<file path="src/sv/sic_pkg.sv">
// Shared types and constants for the set intersection core.
`timescale 1ns / 1ps
`default_nettype none
package sic_pkg;

  // Element width of both stores and of the result.
  localparam int unsigned DATA_W = 32;

  // Request kinds carried on the input tuser.
  typedef logic [1:0] mode_t;
  localparam mode_t MODE_LOAD_A  = 2'd0;
  localparam mode_t MODE_LOAD_B  = 2'd1;
  localparam mode_t MODE_COMPUTE = 2'd2;

  // Bit positions of the flags in the output tuser.
  localparam int unsigned FLAG_EMPTY    = 0;
  localparam int unsigned FLAG_OVERFLOW = 1;

endpackage
`default_nettype wire

</file>
<file path="src/sv/sic_mem.sv">
// Synchronous one-write one-read memory with registered read data.
`timescale 1ns / 1ps
`default_nettype none
module sic_mem #(
  parameter int unsigned DEPTH = 64,
  parameter int unsigned AW    = 6,
  parameter int unsigned WIDTH = 32
) (
  input  wire logic             clk_i,
  input  wire logic             we_i,
  input  wire logic [AW-1:0]    waddr_i,
  input  wire logic [WIDTH-1:0] wdata_i,
  input  wire logic [AW-1:0]    raddr_i,
  output logic      [WIDTH-1:0] rdata_o
);

  logic [WIDTH-1:0] mem_q [DEPTH];

  // Write port
  always_ff @(posedge clk_i) begin
    if (we_i) begin
      mem_q[waddr_i] <= wdata_i;
    end
  end

  // Read port, registered
  always_ff @(posedge clk_i) begin
    rdata_o <= mem_q[raddr_i];
  end

endmodule
`default_nettype wire

</file>
<file path="src/sv/sic_engine.sv">
// Load and compute sequencer with the result register of the set intersection core.
`timescale 1ns / 1ps
`default_nettype none
module sic_engine #(
  parameter int unsigned DEPTH = 64,
  parameter int unsigned AW    = 6,
  parameter int unsigned CW    = 7
) (
  input  wire logic                      clk_i,
  input  wire logic                      rst_ni,
  // request side
  input  wire logic                      s_axis_tvalid_i,
  output logic                           s_axis_tready_o,
  input  wire sic_pkg::mode_t            s_mode_i,
  // result side
  output logic                           m_axis_tvalid_o,
  input  wire logic                      m_axis_tready_i,
  output logic [sic_pkg::DATA_W-1:0]     m_element_o,
  output logic                           m_last_o,
  output logic                           m_empty_o,
  output logic                           m_overflow_o,
  // store A port
  output logic                           a_we_o,
  output logic [AW-1:0]                  a_waddr_o,
  output logic [AW-1:0]                  a_raddr_o,
  input  wire logic [sic_pkg::DATA_W-1:0] a_rdata_i,
  // store B port
  output logic                           b_we_o,
  output logic [AW-1:0]                  b_waddr_o,
  output logic [AW-1:0]                  b_raddr_o,
  input  wire logic [sic_pkg::DATA_W-1:0] b_rdata_i
);
  import sic_pkg::*;

  typedef enum logic [2:0] {
    S_IDLE,
    S_RDA,
    S_WAITA,
    S_CMP,
    S_EMIT,
    S_FINISH
  } state_e;

  localparam logic [CW-1:0] DEPTH_C = CW'(DEPTH);

  state_e              state_q;
  logic [CW-1:0]       cnt_a_q, cnt_b_q;
  logic [CW-1:0]       i_q, j_q;
  logic [CW-1:0]       i_inc, j_inc;
  logic                drop_q;
  logic [DATA_W-1:0]   a_q;
  logic [DATA_W-1:0]   held_q;
  logic                held_v_q;
  logic                out_v_q;
  logic [DATA_W-1:0]   out_data_q;
  logic                out_last_q, out_empty_q, out_ovf_q;
  logic                out_free;
  logic                out_load;
  logic                req;
  logic                a_room, b_room;

  assign req      = s_axis_tvalid_i && (state_q == S_IDLE);
  assign a_room   = cnt_a_q < DEPTH_C;
  assign b_room   = cnt_b_q < DEPTH_C;
  assign out_free = !out_v_q || m_axis_tready_i;
  assign i_inc    = i_q + CW'(1);
  assign j_inc    = j_q + CW'(1);

  // Result register reloads this cycle
  assign out_load = out_free &&
                    (((state_q == S_EMIT) && held_v_q) || (state_q == S_FINISH));

  // Store writes append at the fill count
  assign a_we_o    = req && (s_mode_i == MODE_LOAD_A) && a_room;
  assign b_we_o    = req && (s_mode_i == MODE_LOAD_B) && b_room;
  assign a_waddr_o = cnt_a_q[AW-1:0];
  assign b_waddr_o = cnt_b_q[AW-1:0];

  // Reads: A at the walk index, B at the next scan index
  assign a_raddr_o = i_q[AW-1:0];
  always_comb begin
    case (state_q)
      S_CMP:   b_raddr_o = j_inc[AW-1:0];
      default: b_raddr_o = '0;
    endcase
  end

  assign s_axis_tready_o = (state_q == S_IDLE);
  assign m_axis_tvalid_o = out_v_q;
  assign m_element_o     = out_data_q;
  assign m_last_o        = out_last_q;
  assign m_empty_o       = out_empty_q;
  assign m_overflow_o    = out_ovf_q;

  // Sequencer and result register
  always_ff @(posedge clk_i or negedge rst_ni) begin
    if (!rst_ni) begin
      state_q     <= S_IDLE;
      cnt_a_q     <= '0;
      cnt_b_q     <= '0;
      drop_q      <= 1'b0;
      i_q         <= '0;
      j_q         <= '0;
      a_q         <= '0;
      held_q      <= '0;
      held_v_q    <= 1'b0;
      out_v_q     <= 1'b0;
      out_data_q  <= '0;
      out_last_q  <= 1'b0;
      out_empty_q <= 1'b0;
      out_ovf_q   <= 1'b0;
    end else begin
      if (out_v_q && m_axis_tready_i && !out_load) begin
        out_v_q <= 1'b0;
      end
      case (state_q)
        S_IDLE: begin
          if (req) begin
            case (s_mode_i)
              MODE_LOAD_A: begin
                if (a_room) cnt_a_q <= cnt_a_q + CW'(1);
                else        drop_q  <= 1'b1;
              end
              MODE_LOAD_B: begin
                if (b_room) cnt_b_q <= cnt_b_q + CW'(1);
                else        drop_q  <= 1'b1;
              end
              MODE_COMPUTE: begin
                i_q      <= '0;
                held_v_q <= 1'b0;
                if ((cnt_a_q != '0) && (cnt_b_q != '0)) state_q <= S_RDA;
                else                                    state_q <= S_FINISH;
              end
              default: ;
            endcase
          end
        end
        S_RDA: begin
          state_q <= S_WAITA;
        end
        S_WAITA: begin
          // A element arrives; B[0] read issued now
          a_q     <= a_rdata_i;
          j_q     <= '0;
          state_q <= S_CMP;
        end
        S_CMP: begin
          if (b_rdata_i == a_q) begin
            state_q <= S_EMIT;
          end else if (j_inc < cnt_b_q) begin
            j_q <= j_inc;
          end else if (i_inc < cnt_a_q) begin
            i_q     <= i_inc;
            state_q <= S_RDA;
          end else begin
            state_q <= S_FINISH;
          end
        end
        S_EMIT: begin
          // the previous match goes out, the new one is held for the last mark
          if (!held_v_q || out_free) begin
            if (held_v_q) begin
              out_v_q     <= 1'b1;
              out_data_q  <= held_q;
              out_last_q  <= 1'b0;
              out_empty_q <= 1'b0;
              out_ovf_q   <= drop_q;
            end
            held_q   <= a_q;
            held_v_q <= 1'b1;
            if (i_inc < cnt_a_q) begin
              i_q     <= i_inc;
              state_q <= S_RDA;
            end else begin
              state_q <= S_FINISH;
            end
          end
        end
        S_FINISH: begin
          if (out_free) begin
            out_v_q     <= 1'b1;
            out_data_q  <= held_v_q ? held_q : '0;
            out_last_q  <= 1'b1;
            out_empty_q <= !held_v_q;
            out_ovf_q   <= drop_q;
            held_v_q    <= 1'b0;
            cnt_a_q     <= '0;
            cnt_b_q     <= '0;
            drop_q      <= 1'b0;
            state_q     <= S_IDLE;
          end
        end
        default: state_q <= S_IDLE;
      endcase
    end
  end

endmodule
`default_nettype wire

</file>
<file path="src/sv/set_intersection_core.sv">
// Top level of the set intersection core: two value stores and the sequencer.
`timescale 1ns / 1ps
`default_nettype none
// Loads append a signed 32-bit value to store A or B; a load into a full store
// is dropped and sets the overflow flag. A compute request walks A in load order
// and scans B for each element through the registered read port of each store;
// matches come out in A order, the final one with tlast, and an empty
// intersection gives one result with element 0 and the empty flag. The compute
// clears both counts and the flag. A new request is taken only while the
// sequencer is idle; a finished result may still wait in the output register.
module set_intersection_core #(
  parameter int unsigned DEPTH = 64
) (
  input  wire logic        clk_i,
  input  wire logic        rst_ni,
  input  wire logic        s_axis_tvalid_i,
  output logic             s_axis_tready_o,
  input  wire logic [31:0] s_axis_tdata_i,   // [31:0] value
  input  wire logic [1:0]  s_axis_tuser_i,   // [1:0] mode
  output logic             m_axis_tvalid_o,
  input  wire logic        m_axis_tready_i,
  output logic [31:0]      m_axis_tdata_o,   // [31:0] element
  output logic             m_axis_tlast_o,
  output logic [1:0]       m_axis_tuser_o    // [0] empty_res, [1] overflow
);
  import sic_pkg::*;

  localparam int unsigned AW = (DEPTH > 1) ? $clog2(DEPTH) : 1;
  localparam int unsigned CW = $clog2(DEPTH + 1);

  logic              a_we, b_we;
  logic [AW-1:0]     a_waddr, a_raddr, b_waddr, b_raddr;
  logic [DATA_W-1:0] a_rdata, b_rdata;
  logic              m_empty, m_ovf;

  // Stores
  sic_mem #(.DEPTH(DEPTH), .AW(AW), .WIDTH(DATA_W)) u_store_a (
    .clk_i   (clk_i),
    .we_i    (a_we),
    .waddr_i (a_waddr),
    .wdata_i (s_axis_tdata_i),
    .raddr_i (a_raddr),
    .rdata_o (a_rdata)
  );

  sic_mem #(.DEPTH(DEPTH), .AW(AW), .WIDTH(DATA_W)) u_store_b (
    .clk_i   (clk_i),
    .we_i    (b_we),
    .waddr_i (b_waddr),
    .wdata_i (s_axis_tdata_i),
    .raddr_i (b_raddr),
    .rdata_o (b_rdata)
  );

  // Sequencer
  sic_engine #(.DEPTH(DEPTH), .AW(AW), .CW(CW)) u_engine (
    .clk_i           (clk_i),
    .rst_ni          (rst_ni),
    .s_axis_tvalid_i (s_axis_tvalid_i),
    .s_axis_tready_o (s_axis_tready_o),
    .s_mode_i        (s_axis_tuser_i),
    .m_axis_tvalid_o (m_axis_tvalid_o),
    .m_axis_tready_i (m_axis_tready_i),
    .m_element_o     (m_axis_tdata_o),
    .m_last_o        (m_axis_tlast_o),
    .m_empty_o       (m_empty),
    .m_overflow_o    (m_ovf),
    .a_we_o          (a_we),
    .a_waddr_o       (a_waddr),
    .a_raddr_o       (a_raddr),
    .a_rdata_i       (a_rdata),
    .b_we_o          (b_we),
    .b_waddr_o       (b_waddr),
    .b_raddr_o       (b_raddr),
    .b_rdata_i       (b_rdata)
  );

  always_comb begin
    m_axis_tuser_o                = '0;
    m_axis_tuser_o[FLAG_EMPTY]    = m_empty;
    m_axis_tuser_o[FLAG_OVERFLOW] = m_ovf;
  end

endmodule
`default_nettype wire

</file>
<file path="config.mk">
export PLATFORM = sky130hd
export DESIGN_NAME = set_intersection_core
export DESIGN_NICKNAME = d
export VERILOG_FILES = /design/src/sv/sic_pkg.sv /design/src/sv/sic_mem.sv /design/src/sv/sic_engine.sv /design/src/sv/set_intersection_core.sv
export SDC_FILE = /design/constraint.sdc
export NUM_CORES = 2
export LEC_CHECK = 0
export BUFFER_PORTS_ARGS = -buffer_cell sky130_fd_sc_hd__buf_2
export CORE_AREA = 3 3 535 484
export CTS_BUF_LIST = sky130_fd_sc_hd__clkbuf_4
export DETAILED_ROUTE_END_ITERATION = 6
export DIE_AREA = 0 0 538 487
export PLACE_DENSITY_LB_ADDON = 0.12
export SETUP_SLACK_MARGIN = 0.1
export SYNTH_ARGS = -nofsm -noshare
export SYNTH_HDL_FRONTEND = slang
export SYNTH_SLANG_ARGS = --single-unit
</file>
<file path="constraint.sdc">
create_clock -name clk_i -period 6.7 [get_ports clk_i]
set_clock_uncertainty 0.15 [all_clocks]
set_input_delay 0.67 -clock clk_i [delete_from_list [all_inputs] [get_ports clk_i]]
set_output_delay 0.67 -clock clk_i [all_outputs]
set_load 0.01 [all_outputs]
</file>
; Word level (Yosys, flattened, before mapping)
; Memories as Yosys holds them, arrays and structs flattened. A register that Yosys moved wholly into a read port is not among the register bits.
; Index checks and enable logic that the tools add are counted.
[totals]
mem_count = 2
input_bits = 38
ramBits = 4096
regBits = 133
wordCells = 145
out_inout_bits = 37
[memory_table]
columns = memory, depth, width, rd, rd_ports_with_merged_regs, wr, line_no
row1 = u_store_a.mem_q, 64, 32, 1, 1, 1, sic_mem.sv:17  ; logic [WIDTH-1:0] mem_q [DEPTH];
row2 = u_store_b.mem_q, 64, 32, 1, 1, 1, sic_mem.sv:17
[op_classes]
n_eq_ne = 24
n_mux = 63
addsub = 4
n_reduce_logical = 34
magnitude_cmp = 4
[op_table]
columns = op, n
row1 = $mux 32, 4
row2 = $mux 7, 15
row3 = $pmux 32 s2, 1
row4 = $pmux 7 s2, 3
row5 = $eq 32x32->1, 1
row6 = $add 7x1->7 const B, 4
row7 = $mux 3, 8
row8 = $mux 1, 22
row9 = $pmux 7 s3, 1
row10 = $reduce_and 5->1, 4
row11 = $ne 2x1->1 const B, 9
row12 = $pmux 3 s6, 1
row13 = $lt 7x7->1, 2
row14 = $lt 7x7->1 const B, 2
row15 = $reduce_bool 7->1, 2
row16 = $pmux 1 s2, 6
row17 = $reduce_and 6->1, 2
row18 = $logic_and 1x1->1, 10
row19 = $eq 3x2->1 const B, 2
row20 = $eq 3x3->1 const B, 2
row21 = $mux 6, 1
row22 = $ne 2x2->1 const B, 3
row23 = $ne 3x3->1 const B, 2
row24 = $reduce_bool 2->1, 3
row25 = 14 further kinds, 19

; Longest topological paths before layout
[logic_depth]
depth_word = 10
mapped_depth = 14
ltp_nobuf = 11

; Modules after synthesis
; Synthesis repeated with hierarchy kept, for this count alone.
[hier_totals]
hier_cells = 7164
area_unflattened_um2 = 163330.4
[by_module_without_submodules]
columns = module, area_each_um2, n_inst, seq_area_each_um2, cells_each
row1 = sic_mem at u_store_b, 78515.3, 1, 62139.6, 3324
row2 = sic_mem at u_store_a, 78512.8, 1, 62139.6, 3324
row3 = sic_engine, 6287.3, 1, 3328.2, 514
row4 = set_intersection_core, 15.0, 1, 0.0, 2

; Worst setup path after synthesis
; Ideal clock, no wire load.
[synth_path]
path_kind = reg2reg
startpoint = register u_engine.state_q[1]
endpoint = memory u_store_a.mem_q[39][0] (enable)
setup_slack_ps = 1043
period_less_slack_ps = 5657
required_time_ps = 6048
n_path_buf = 1
setup_time_ps = 502
arrival_time_ps = 5005
stages_incl_launch_ff = 7
path_cell_list = dfrtp_1 > buf_2 > nor3_1 > nand2_1 > nor4_4 > nand4_2 > nor4_1
[synth_via]
elab_chain_len = 6
[synth_rtl]
columns = item, line_no
row1 = start: declaration, sic_engine.sv:46  ; state_e state_q;
row2 = start signal: assignment, sic_engine.sv:98  ; state_q <= S_IDLE;
row3 = start signal: assignment, sic_engine.sv:131  ; if ((cnt_a_q != '0) && (cnt_b_q != '0)) state_q <= S_RDA;
row4 = start signal: assignment, sic_engine.sv:132  ; else state_q <= S_FINISH;
row5 = $logic_not 3->1, n/a
row6 = net s_axis_tready_o, set_intersection_core.sv:17  ; output logic s_axis_tready_o,
row7 = $logic_and 1x1->1, sic_engine.sv:62  ; assign req = s_axis_tvalid_i && (state_q == S_IDLE);
row8 = $logic_and 1x1->1 (2 in a row), sic_engine.sv:74  ; assign a_we_o = req && (s_mode_i == MODE_LOAD_A) && a_room;
row9 = $mux 1, sic_mem.sv:21  ; if (we_i) begin
row10 = $mux 1 (not written as such), sic_mem.sv:22  ; mem_q[waddr_i] <= wdata_i;
row11 = end: declaration, sic_mem.sv:17
; The timed path passes the listed nets, and every way through them passes these cells.

; Final worst setup path
[layout_path]
startpoint = register u_engine.j_q[0]
endpoint = register u_store_b.rdata_o[31], read port of u_store_b.mem_q
[layout_via]
elab_chain_len = 2
[layout_rtl]
columns = item, line_no
row1 = start: declaration, sic_engine.sv:48  ; logic [CW-1:0] i_q, j_q;
row2 = start signal: assignment, sic_engine.sv:151  ; j_q <= j_inc;
row3 = $add 7x1->7, sic_engine.sv:67  ; assign j_inc = j_q + CW'(1);
row4 = $mux 6, sic_engine.sv:82  ; case (state_q)
row5 = end: declaration, sic_mem.sv:14  ; output logic [WIDTH-1:0] rdata_o
; No other way between the ends.
; A chain may end at the register's enable or synchronous reset.

==> impl_results.md <==
- Crit-path max FO: 39
- Crit path kind: reg2reg
- CTS HTree Levels: 7
- Asr flop ratio synth: 0.0310
- Syn_nets: 8,598
- DR iter-0 viols: between 15,000 and 20,000
- Power, Total: 69.2 mW
- Worst vdd ir: between 0.4 and 0.5 mV
- CTS tree: yes
- Yosys warnings: 0
- Netlist cell types: 73
- Final setup TNS: 0 ns
- Pwr Density: around 380 nW/µm²
- Hold Fails Final Rpt: 0
- Gr usage total: 0.361
- Final setup violation count: 0
- Final hold slack: 0.145 ns
- Final min period: roughly 5.5 ns
- Clk buf depth: 4
- Max Slew Vio Count: 0
- Period utilisation layout: 0.814
- Ratio of cells with drive above 1 in the final layout: 0.285
- # DRC: 2
- Worst-Skew Late Latency: around 1.4 ns
- Dpl hpwl: 264 mm
- Critical Path Start Type: flop
- Post-synth EDFFs: ~4,000
- Core box area: approximately 250,000 µm²
- WP data required: 7.91 ns
- CP Capture Type: flop
- Final GP Congestion: approximately 0.92
- Post-Synthesis Cells: around 8,500
- Largest net degree at the start of global routing: ~160
- Congestion Overflow GR: 0
- CP arrival: approximately 6.7 ns
- Clk root buf: clkbuf_4
- Synth Cell Area: 164,000 µm²
- CTS Buf Count: ~1,000
- Max Clk Rate: approximately 0.18 GHz
- Routed Antenna Nets: 0
- Sequential share of the synthesized area: 0.776
- Vias: 94,583
- Vias in the first global route: around 93,000
- Failing checks: DRC
- Final design utilization: 0.729
- Clock sinks: approximately 4,300
- R2R Path Start: u_engine.j_q[0]
- DIE AREA: between 200,000 and 300,000 µm²
- Leak Pwr: between 50 and 60 nW
- Min-delay worst type: in2reg
- Avg Vias per Cell: ~7.0
- Most common flop cell mapped by yosys: edfxtp_1
- Worst Setup SP: u_engine.j_q[0]
- CP peak stage delay: roughly 1.1 ns
- Number of I/O port buffers: 74
- DR WL/cell: 34.5 µm
- Pre-antenna DRT Iters: 7
- DIE HEIGHT: 487 µm
- Cts repair resizes: 0
- Global-route wire length before repair: 665 mm
- # fillers: between 15,000 and 20,000
- Row cnt: between 150 and 200
- Max-cap violations: 0
- Initial antenna violation count: 48
- Initial core utilization: 0.649
- Flops & latches, synth: roughly 4,300
- CP cell instances: ha_1, and4b_2, nand2_4, buf_4, o221ai_1, a31oi_1, o21ai_0, and3_1
- CP max-delay cell: o21ai_0
- Slew @ Worst Pin: approximately 1.4 ns
- Slew margin rel.: 0.0633
- # IOs: 75
- Post-CTS setup buffers: 0
- Worst hold path startpoint: s_axis_tdata_i[13]
- Total Routed Length: 469 mm
- Die width: 538 µm
- RSZ-0062 raised after global routing: false
- Area delta synth->final: 12.2%
- Syn_area_per_cell: 19.2 µm²
- Nets: roughly 9,500
- Status: complete, but fails checks
- Clock Pin Slew Worst Setup and Hold Paths: 0.08 ns
path summary, 6_finish.rpt:
path	depth (start not counted)	slack, ns	to
max	8	1.25	u_store_b.rdata_o[31]
min	2	0.15	u_store_b.mem_q[23][13]
max reg2reg	8	1.25	u_store_b.rdata_o[31]
min reg2reg	1	0.31	u_engine.a_q[26]
max in group asynchronous	4	5.19	u_engine.i_q[3]
min in group asynchronous	4	0.26	u_engine.m_element_o[3]
cells in the final DEF, fill, tap and decap left out, types with 15 or more instances in the layout:
cell type / n
a22o_1: 46
xnor2_1: 46
dfrtp_1: 126
nor2_4: 131
o221ai_1: 215
bufinv_16: 36
buf_2: 41
diode_2: 44
o22ai_1: 190
ha_1: 18
clkinv_2: 16
a22oi_1: 43
o211ai_1: 24
a221o_1: 15
a31oi_1: 91
dlygate4sd3_1: 46
mux4_2: 689
o21ai_0: 123
mux2i_1: 303
a21oi_1: 194
buf_12: 31
nand2_1: 681
a221oi_1: 46
and3_1: 108
edfxtp_1: 4096
a211oi_1: 90
nor3_1: 16
inv_2: 31
o31ai_1: 21
mux2_2: 77
buf_4: 271
nand4_1: 58
nor2_1: 49
nand3_1: 276
clkinv_1: 180
clkbuf_4: 1513
dfxtp_1: 64
final cells by class:
cell class | count | area, µm² | share of cell area
antenna | 44 | 110 | 0.000597
inverter | 23 | 88.8 | 0.000482
clock inverter | 281 | 2140 | 0.0116
timing repair buffer | 391 | 3360 | 0.0182
tap | 3363 | 4210 | 0.0228
multi-input combinational | 3686 | 35600 | 0.193
clock buffer | 1513 | 11400 | 0.0616
sequential | 4293 | 128000 | 0.692
report_power, final:
| group | total, mW | switching (mW) | internal, mW |
|---|---|---|---|
| clock | 21.9 | 10.1 | 11.8 |
| combinational | 16.5 | 10.7 | 5.84 |
| sequential | 30.8 | 0.995 | 29.8 |
| total | 69.2 | 21.8 | 47.4 |
per-stage QoR:
stage / cell area (µm²) / instances / setup slack, ns
floorplan: 164000 / 8542 / 1.04
finish: 184000 / 13594 / 1.25
detailed placement: 170000 / 11709 / 1.43
CTS: 184000 / 13550 / 1.41
global route: 184000 / 13566 / 1.26
global placement: 170000 / 11705 / 0.905
cell families after synthesis:
| family | after synthesis | synth area share |
|---|---|---|
| simple gates | 1370 | 0.0372 |
| xor+xnor | 51 | 0.00272 |
| compound gates | 1176 | 0.0497 |
| buf+inv | 563 | 0.0144 |
| flops | 4293 | 0.776 |
| fa+ha+maj | 18 | 0.00137 |
| mux | 1071 | 0.118 |
registers in the layout, indices dropped and copies added, names as in the netlist:
register                  flops
u_engine.held_q              32
u_engine.held_v_q             1
u_engine.m_overflow_o         1
u_engine.cnt_a_q              7
u_engine.m_axis_tvalid_o      1
u_store_a.rdata_o            32
u_store_b.mem_q            2048
u_engine.i_q                  7
u_engine.m_element_o         32
u_engine.drop_q               1
u_engine.j_q                  7
u_engine.m_last_o             1
u_engine.a_q                 32
u_store_b.rdata_o            32
u_store_a.mem_q            2048
u_engine.state_q              3
u_engine.m_empty_o            1
u_engine.cnt_b_q              7
cell usage after synthesis, types with 90 or more instances:
cell type,number,share of area
edfxtp_1,4096,0.75
mux4_2,689,0.094
dfrtp_1,133,0.020
a211oi_1,90,0.0041
o22ai_1,190,0.0072
a31oi_1,91,0.0035
nand3_1,278,0.0085
buf_2,142,0.0043
o21ai_0,125,0.0038
o221ai_1,215,0.011
a21oi_1,197,0.0060
and3_1,109,0.0041
nor2_1,181,0.0041
clkbuf_1,253,0.0058
buf_1,126,0.0029
mux2i_1,304,0.019
nand2_1,683,0.016
critical path: cells and delay by family (launching register included):
family,cells,cell delay (ns)
buf+inv,1,0.53
flops,1,0.70
compound gates,3,1.46
fa+ha+maj,1,0.81
simple gates,3,1.65
routing by layer:
metal,vias to the layer above,share of wire,track usage
li1,37674,-,-
met1,47975,0.35,0.506
met2,7731,0.46,0.535
met3,1183,0.14,0.101
met4,20,0.050,0.171
met5,-,0.00029,0
timing repair:
action                                  in CTS  in global routing
endpoints found under the hold margin     1943                  0
hold buffers                                47                  0
endpoints found under the setup margin       0                  0
(Power assumes the default switching activity.)
